[src/design/srs_pkg.sv]
// ----------------------------------------------------------------------------
// srs_pkg
// shared widths, defaults and codes for the sorted range search block
// ----------------------------------------------------------------------------
`default_nettype none

package srs_pkg;

  localparam int unsigned ValueWidth        = 32;
  localparam int unsigned IndexWidth        = 10;
  localparam int unsigned PosWidth          = 11;
  localparam int unsigned CountWidth        = 11;
  localparam int unsigned TableDepthDefault = 1024;
  localparam int unsigned ApbDataWidth      = 32;
  localparam int unsigned ApbAddrWidth      = 3;

  // item function codes
  localparam logic FuncWrite = 1'b0;
  localparam logic FuncQuery = 1'b1;

  // register index taken from paddr[2]
  localparam logic RegEntryCount = 1'b0;

endpackage

`default_nettype wire

[src/design/srs_step.sv]
// ----------------------------------------------------------------------------
// srs_step
// shared compare unit: one binary search step for either lean direction
// ----------------------------------------------------------------------------
`default_nettype none

module srs_step #(
  parameter int unsigned PtrWidth = 12
) (
  input  wire logic signed [PtrWidth-1:0]             lo_i,
  input  wire logic signed [PtrWidth-1:0]             hi_i,
  input  wire logic signed [PtrWidth-1:0]             found_i,
  input  wire logic signed [PtrWidth-1:0]             mid_i,
  input  wire logic signed [srs_pkg::ValueWidth-1:0] entry_i,
  input  wire logic signed [srs_pkg::ValueWidth-1:0] target_i,
  input  wire logic                                   lean_left_i,
  output logic signed      [PtrWidth-1:0]             lo_o,
  output logic signed      [PtrWidth-1:0]             hi_o,
  output logic signed      [PtrWidth-1:0]             found_o
);

  logic signed [PtrWidth-1:0] mid_dec;
  logic signed [PtrWidth-1:0] mid_inc;

  assign mid_dec = mid_i - PtrWidth'(1);
  assign mid_inc = mid_i + PtrWidth'(1);

  always_comb begin
    lo_o    = lo_i;
    hi_o    = hi_i;
    found_o = found_i;
    if (entry_i > target_i) begin
      hi_o = mid_dec;
    end else if (entry_i < target_i) begin
      lo_o = mid_inc;
    end else begin
      found_o = mid_i;
      if (lean_left_i) begin
        hi_o = mid_dec;
      end else begin
        lo_o = mid_inc;
      end
    end
  end

endmodule

`default_nettype wire
[config.mk]
export PLATFORM = sky130hd
export DESIGN_NAME = srs_step
export DESIGN_NICKNAME = d
export VERILOG_FILES = /design/src/design/srs_pkg.sv /design/src/design/srs_step.sv
export SDC_FILE = /design/constraint.sdc
export NUM_CORES = 1
export LEC_CHECK = 0
export BUFFER_PORTS_ARGS = -buffer_cell sky130_fd_sc_hd__buf_2
export CORE_ASPECT_RATIO = 0.75
export CORE_UTILIZATION = 44
export DETAILED_ROUTE_END_ITERATION = 6
export PLACE_DENSITY = 0.95
export SYNTH_ARGS = -nofsm -noshare
export SYNTH_HDL_FRONTEND = slang
export SYNTH_SLANG_ARGS = --single-unit
[constraint.sdc]
create_clock -name vclk -period 6.4
set_input_delay 1.28 -clock vclk [all_inputs]
set_output_delay 1.28 -clock vclk [all_outputs]
set_load 0.01 [all_outputs]
==> qor.csv, run 1 <==
metric,value,unit
status,finished clean,
Tmin final,5.27,ns
Via Count,2122,
"Req. time, crit path",5.12,ns
area of the multi-input gates,0.00155,mm^2
nets@finish,515,
GRT Resource Usage Total,0.260,
quantity of I/O buffers inserted on ports,149,
worst vdd ir,0.0497,mV
P&R area growth vs syn,43.2,%
crit path from,target_i[1],
FMAX,0.190,GHz
largest net degree at the start of global routing,25,
utilization after layout,0.670,
Setup crit end kind,output pin,
clkbuf count,0,
RSZ-0062 raised after global routing,false,
GR Overflow Total,0,
post-synth top area share,0.244,
worst slew pin tran,0.973,ns
Cells after DPL,418,
Synth Instances,224,
die height,56.5,um
"Setup Fix Bufs, Post-CTS",0,
CP Capture Point,lo_o[11],
Detail Route Antenna Nets,0,
max-slew violations,0,
Seq cells,0,
GPL Wtd Cong,0.814,
drt wl/cell,13.3,um
CTS resizes,0,
crit path DAT,3.99,ns
crit-path max FO,24,
Pwr per Cell Area,80.1,mW/mm^2
die area,0.00423,mm^2
slew margin rel.,0.349,
Die Wd,74.7,um
Seq. cell area,0,um^2
startpoint types,input port,
# IOs,149,
top post-synthesis cells by area,"ha_1 24%, mux2_4 16%, mux2_2 8.4%",
leakage power,1.47,nW
period utilization,0.823,
Core Rows,19,
core footprint,0.00373,mm^2
fillers,340,
yosys warns,0,
Final Hold Fails,0,
Hold Crit Class,in -> out,
synthesized area,0.00175,mm^2
overall power,0.000200,W
post-synthesis sequential area ratio,0,
post-cts hold buffer count,0,
setup TNS,0,ns
initial antenna violation count,0,
initial core utilization,0.468,
Syn Area/Cell,7.79,um^2
number of vias per cell,5.08,
drt total wl,5570,um
number of global-route vias before repair,2072,
Crit Path Category,in -> out,
maxcap violations,0,
final setup violation count,0,
cell accounting for the most synthesized area,ha_1,
layout cells sized above 1,0.505,
drt drc,0,
Detailed Routing Iterations Pass 1,4,
count of different cell masters after synthesis,30,
dpl hpwl,4910,um
"count leader, synth",inv_1,
global-route wire length before repair,8720,um
fin cells,418,
"top cells by count, synth","36 x inv_1, 34 x ha_1, 19 x mux2_4, 15 x a21oi_1, 15 x nand2_1",
DR iter-0 viols,50,
number of diodes,0,
Syn Nets,371,
metrics by stage:
step | worst slack [ns] | hold WS [ns] | instance area [um^2]
after CTS | 1.13 | 2.86 | 2500
final | 1.13 | 2.87 | 2500
after global placement | 1.18 | 2.85 | 2500
after global routing | 0.964 | 2.88 | 2500
after detailed placement | 1.13 | 2.86 | 2500
after floorplan | 1.93 | 2.69 | 1750
worst max-delay path, cell delays in order:
cell and delay [ns]:
buf_2 0.07, inv_1 0.03, ha_1 0.28, nor2b_1 0.15, o211ai_1 0.12, a2111o_1 0.41
a41oi_2 0.22, nor3_1 0.10, o21ai_4 0.75, mux2_2 0.43, buf_2 0.14
cell usage in the layout, fill, tap and decap left out, drive strengths merged:
cell type | netlist | final
and3 | 2 | 2
o211ai | 1 | 1
nand2 | 15 | 15
inv | 36 | 36
nor2 | 7 | 7
a2111o | 1 | 1
a22oi | 1 | 1
mux2 | 32 | 32
or4 | 1 | 1
mux2i | 1 | 1
ha | 34 | 34
or3 | 2 | 2
nor2b | 3 | 3
nand4 | 9 | 9
xor2 | 9 | 9
xnor2 | 11 | 11
a21oi | 15 | 15
buf | 3 | 150
nand3 | 8 | 8
o21a | 1 | 1
nand3b | 1 | 1
nand2b | 3 | 3
nor3 | 11 | 11
o21ai | 11 | 11
a41oi | 1 | 1
power breakdown:
group	switching, W	internal (W)
Clock	0	0
Combinational	0.0000937	0.000107
Sequential	0	0
layer usage:
| layer | track usage | vias up | part of all wire |
|---|---|---|---|
| met4 | 0.0404 | 0 | 0.0097 |
| met2 | 0.525 | 79 | 0.52 |
| met5 | 0 | - | 0 |
| met3 | 0.0162 | 6 | 0.045 |
| met1 | 0.292 | 971 | 0.42 |
| li1 | - | 1066 | - |
cell families after synthesis:
group	count (synthesis)	share of synthesized area
XOR/XNOR	20	0.100
multiplexers	33	0.253
adder cells (fa/ha/maj)	34	0.244
AO/OA/AOI/OAI	31	0.110
buffers and inverters	44	0.114
AND/OR/NAND/NOR	62	0.178
final cells by class:
type	instances	share of cell area
inverters	36	0.0541
well taps	52	0.0260
repair buffers	150	0.301
multi-input cells	180	0.619
worst min path at each step:
stage	start	to	slack, ns	cells past startpoint
2_1_floorplan	hi_i[1]	hi_o[1]	2.69	2
3_3_place_gp	found_i[5]	found_o[5]	2.85	4
3_5_place_dp	found_i[1]	found_o[1]	2.86	4
4_1_cts	found_i[1]	found_o[1]	2.86	4
5_1_grt	found_i[11]	found_o[11]	2.88	3
6_report	found_i[1]	found_o[1]	2.87	4
Power figures use the tool's default switching activity.
==> run 2: changes to the inputs <==
--- a/config.mk
+++ b/config.mk
@@ -7,9 +7,9 @@
 export LEC_CHECK = 0
 export BUFFER_PORTS_ARGS = -buffer_cell sky130_fd_sc_hd__buf_2
 export CORE_ASPECT_RATIO = 0.75
-export CORE_UTILIZATION = 44
+export CORE_UTILIZATION = 41
 export DETAILED_ROUTE_END_ITERATION = 6
-export PLACE_DENSITY = 0.95
+export PLACE_DENSITY = 0.91
 export SYNTH_ARGS = -nofsm -noshare
 export SYNTH_HDL_FRONTEND = slang
 export SYNTH_SLANG_ARGS = --single-unit
==> constraint.sdc (replaced) <==
create_clock -name vclk -period 5.15
set_input_delay 1.03 -clock vclk [all_inputs]
set_output_delay 1.03 -clock vclk [all_outputs]
set_load 0.01 [all_outputs]
==> run 2 against run 1 <==
Non-clock buffer count grew 1. First-iteration DRC count grew 30%. Die area grew 7.1%. Final cell count grew 0.96%. Worst setup slack lost 0.42 ns. Flip-flop and latch count is the same. Design area grew 0.45%. Largest power group unchanged. Highest routed layer unchanged.
==> qor.csv, run 2 (synthesized netlist as in run 1, its figures left out) <==
metric,value,unit,change
crit-path max FO,24,,unchanged
overall power,0.000248,W,+24%
most frequent cells in the layout,"149 x buf_2, 36 x inv_1, 34 x ha_1",,
initial core utilization,0.431,,-0.0371
initial antenna violation count,0,,unchanged
Core Rows,20,,+1
GRT Resource Usage Total,0.214,,-0.0460
worst vdd ir,0.0568,mV,+14%
status,finished clean,,
Hold Crit Class,in -> out,,
max-slew violations,0,,unchanged
period utilization,0.861,,
CTS resizes,0,,unchanged
DR iter-0 viols,65,,+30%
drt total wl,5090,um,-8.6%
post-cts hold buffer count,0,,unchanged
GR Overflow Total,0,,unchanged
Hold Crit Endpoint,found_o[0],,
Pwr per Cell Area,98.6,mW/mm^2,+23%
Detail Route Antenna Nets,0,,unchanged
number of global-route vias before repair,1837,,-11%
Crit Path Category,in -> out,,
fin cells,422,,+0.96%
Seq. cell area,0,um^2,unchanged
drt wl/cell,12.1,um,-9.4%
maxcap violations,0,,unchanged
critical hold path startpoint,found_i[0],,
Via Count,2068,,-2.5%
core footprint,0.00405,mm^2,+8.6%
# IOs,149,,unchanged
startpoint types,input port,,
final setup violation count,0,,unchanged
Die Wd,77.3,um,+3.5%
RSZ-0062 raised after global routing,false,,
global-route wire length before repair,8000,um,-8.3%
die height,58.5,um,+3.5%
drt drc,0,,unchanged
GPL Wtd Cong,0.816,,+0.26%
Detailed Routing Iterations Pass 1,4,,unchanged
quantity of I/O buffers inserted on ports,149,,unchanged
number of vias per cell,4.90,,-3.5%
FMAX,0.225,GHz,
crit path DAT,3.41,ns,-0.58 ns
Cells after DPL,422,,+0.96%
Tmin final,4.44,ns,
"Req. time, crit path",4.12,ns,-1.00 ns
number of diodes,0,,unchanged
dpl hpwl,4580,um,-6.7%
worst slew pin tran,0.411,ns,-0.562 ns
"most common cell after layout, fill and taps aside",buf_2,,
Final Hold Fails,0,,unchanged
layout cells sized above 1,0.507,,+0.00135
setup TNS,0,ns,unchanged
WHS Path Cells,4,,unchanged
"Setup Fix Bufs, Post-CTS",0,,unchanged
P&R area growth vs syn,43.9,%,
die area,0.00452,mm^2,+7.1%
leakage power,1.48,nW,+0.32%
Seq cells,0,,unchanged
clkbuf count,0,,unchanged
largest net degree at the start of global routing,25,,unchanged
slew margin rel.,0.726,,+0.377
nets@finish,516,,+0.19%
Setup crit end kind,output pin,,
-- run 2: how the worst max path moves through the flow --
stage	from	to	slack (ns)	cells past startpoint
after global routing	target_i[31]	hi_o[11]	0.55	12
after floorplan	target_i[1]	hi_o[10]	1.18	10
after CTS	target_i[7]	hi_o[11]	0.71	11
after detailed placement	target_i[1]	hi_o[11]	0.72	12
after global placement	entry_i[31]	hi_o[11]	0.75	11
final	target_i[7]	hi_o[11]	0.71	11
-- run 2: metal layers --
metal	part of all wire	up-vias	GRT usage
met5	0	-	0
met1	0.44	909	0.285
met2	0.49	85	0.396
li1	-	1070	-
met3	0.063	4	0.0124
met4	0.0073	0	0.0216
-- run 2: final cells by class --
| class | instances | area [um^2] |
|---|---|---|
| well taps | 55 | 68.8 |
| inverters | 36 | 135 |
| repair buffers | 151 | 761 |
| multi-input cells | 180 | 1550 |
| fillers | 364 | 1540 |
-- run 2: where the power goes --
part / internal (W) / total [W] / switching [W]
Clock: 0 / 0 / 0
Sequential: 0 / 0 / 0
Combinational: 0.000133 / 0.000248 / 0.000115
-- run 2: stage by stage --
step	util	cell area [um^2]	hold slack (ns)	worst slack, ns
5_1_grt	0.619	2510	2.38	0.548
3_3_place_gp	0.619	2510	2.34	0.746
2_1_floorplan	-	1750	2.19	1.18
6_report	0.619	2510	2.35	0.714
4_1_cts	0.619	2510	2.36	0.707
3_5_place_dp	0.619	2510	2.36	0.720
-- run 2: critical path: stages --
cell	delay, ns
buf_2	0.08
inv_1	0.03
ha_1	0.30
nand4_1	0.16
a2111o_1	0.46
a41oi_2	0.23
nor3_1	0.09
o21ai_4	0.11
buf_4	0.39
mux2_2	0.38
buf_2	0.14
==> run 3: changes to the inputs <==
--- a/config.mk
+++ b/config.mk
@@ -9,6 +9,7 @@
 export CORE_ASPECT_RATIO = 0.75
 export CORE_UTILIZATION = 41
 export DETAILED_ROUTE_END_ITERATION = 6
+export MAX_ROUTING_LAYER = met4
 export PLACE_DENSITY = 0.91
 export SYNTH_ARGS = -nofsm -noshare
 export SYNTH_HDL_FRONTEND = slang
==> run 3 against run 2 <==
Clock-buffer cell count stayed put. Die area stayed put. First-iteration DRC count grew 22%. Wire length is 0.20% lower. Final cell count did not move. Combinational power barely moved. Design area unchanged. Core utilization unchanged. Largest cell class unchanged.
==> qor.csv, run 3 (synthesized netlist as in run 1, its figures left out) <==
metric,value,unit,change
crit-path max FO,24,,unchanged
RSZ-0062 raised after global routing,false,,
P&R area growth vs syn,43.9,%,unchanged
internal power,0.000133,W,about the same
Via Count,2061,,-0.34%
Pwr per Cell Area,98.6,mW/mm^2,about the same
number of global-route vias before repair,1839,,+0.11%
GRT Resource Usage Total,0.220,,+0.00632
CP Capture Point,hi_o[11],,
"most common cell after layout, fill and taps aside",buf_2,,
drt drc,0,,unchanged
final setup violation count,0,,unchanged
leakage power,1.48,nW,unchanged
utilization after layout,0.619,,unchanged
dpl hpwl,4580,um,unchanged
worst slew pin tran,0.407,ns,-0.00311 ns
clkbuf count,0,,unchanged
die area,0.00452,mm^2,unchanged
layout cells sized above 1,0.507,,unchanged
"Cell Area, Placed",0.00251,mm^2,unchanged
Setup crit end kind,output pin,,
Final Hold Fails,0,,unchanged
crit path from,target_i[7],,
design area,0.00251,mm^2,unchanged
maxcap violations,0,,unchanged
Sw Ratio,0.463,,about the same
setup TNS,0,ns,unchanged
drt total wl,5080,um,-0.20%
die height,58.5,um,unchanged
number of diodes,0,,unchanged
part of the power in registers,0,,unchanged
Crit Path Category,in -> out,,
global-route wire length before repair,8000,um,about the same
initial antenna violation count,0,,unchanged
Setup WS pre-CTS,0.720,ns,unchanged
most frequent cells in the layout,"149 x buf_2, 36 x inv_1, 34 x ha_1",,
Detailed Routing Iterations Pass 1,4,,unchanged
P_sw,0.000115,W,-0.16%
max incr delay on CP,0.46,ns,about the same
Seq. cell area,0,um^2,unchanged
CP most frequent cell,buf_2,,
post-cts hold buffer count,0,,unchanged
GPL Wtd Cong,0.828,,+1.5%
Die Wd,77.3,um,unchanged
cells along the critical path,buf_2 -> inv_1 -> ha_1 -> nand4_1 -> a2111o_1 -> a41oi_2 -> nor3_1 -> o21ai_4 -> buf_4 -> mux2_2 -> buf_2,,
DR iter-0 viols,79,,+22%
"Req. time, crit path",4.12,ns,about the same
worst vdd ir,0.0568,mV,about the same
drt wl/cell,12.0,um,-0.20%
overall power,0.000247,W,about the same
period utilization,0.861,,about the same
"Setup Fix Bufs, Post-CTS",0,,unchanged
Core Rows,20,,unchanged
# IOs,149,,unchanged
status,finished clean,,
CTS resizes,0,,unchanged
Seq cells,0,,unchanged
FMAX,0.226,GHz,about the same
Tmin final,4.43,ns,-0.00362 ns
number of vias per cell,4.88,,-0.34%
Detail Route Antenna Nets,0,,unchanged
nets@finish,516,,unchanged
initial core utilization,0.431,,unchanged
fillers,364,,unchanged
"Slowest-stage cell, CP",a2111o_1,,
max-slew violations,0,,unchanged
PnR worst setup slack,0.718,ns,+0.00362 ns
Hold Crit Class,in -> out,,
slew margin rel.,0.728,,+0.00208
GR Overflow Total,0,,unchanged
largest net degree at the start of global routing,25,,unchanged
Gate power share,1.000,,about the same
clock power share,0,,unchanged
startpoint types,input port,,
crit path DAT,3.40,ns,about the same
core footprint,0.00405,mm^2,unchanged
quantity of I/O buffers inserted on ports,149,,unchanged
## run 3: cell counts in the layout (fill, tap and decap cells not counted)
Identical to the previous run, type by type.
## run 3: how the worst min path moves through the flow
stage	slack, ns	startpoint	endpoint	cells after the start
finish	2.36	found_i[0]	found_o[0]	4
global route	2.38	found_i[0]	found_o[0]	4
CTS	2.36	found_i[0]	found_o[0]	4
detailed placement	2.36	found_i[0]	found_o[0]	4
global placement	2.34	found_i[0]	found_o[0]	4
floorplan	2.19	hi_i[1]	hi_o[1]	2
## run 3: through the flow
stage | hold WS [ns] | std cells
after floorplan | 2.19 | 224
after CTS | 2.36 | 422
final | 2.36 | 422
after global placement | 2.34 | 422
after global routing | 2.38 | 422
after detailed placement | 2.36 | 422
## run 3: critical path, delay by kind of cell
family | cells | cell delay (ns)
muxes | 1 | 0.38
and+or+nand+nor | 2 | 0.25
adders and majority gates | 1 | 0.30
buffers and inverters | 4 | 0.63
AOI/OAI and AO/OA | 3 | 0.80
## run 3: power by group through the flow
stage / logic, W / registers, W / clock network, W
2_1_floorplan: 0.000161 / 0 / 0
3_3_place_gp: 0.000240 / 0 / 0
3_5_place_dp: 0.000248 / 0 / 0
4_1_cts: 0.000249 / 0 / 0
5_1_grt: 0.000272 / 0 / 0
6_report: 0.000247 / 0 / 0
## run 3: routing by layer
layer  GRT usage  vias to the layer above  routed length [um]
li1            -                     1069                   -
met1       0.283                      913                2220
met2       0.397                       75                2500
met3      0.0124                        4                 326
met4      0.0216                        0                  37
met5           -                        -                   0
## run 3: layout make-up
| cell class | count | area [um^2] | share of cell area |
|---|---|---|---|
| tap | 55 | 68.8 | 0.0274 |
| multi-input combinational | 180 | 1550 | 0.616 |
| inverter | 36 | 135 | 0.0538 |
| timing repair buffer | 151 | 761 | 0.303 |
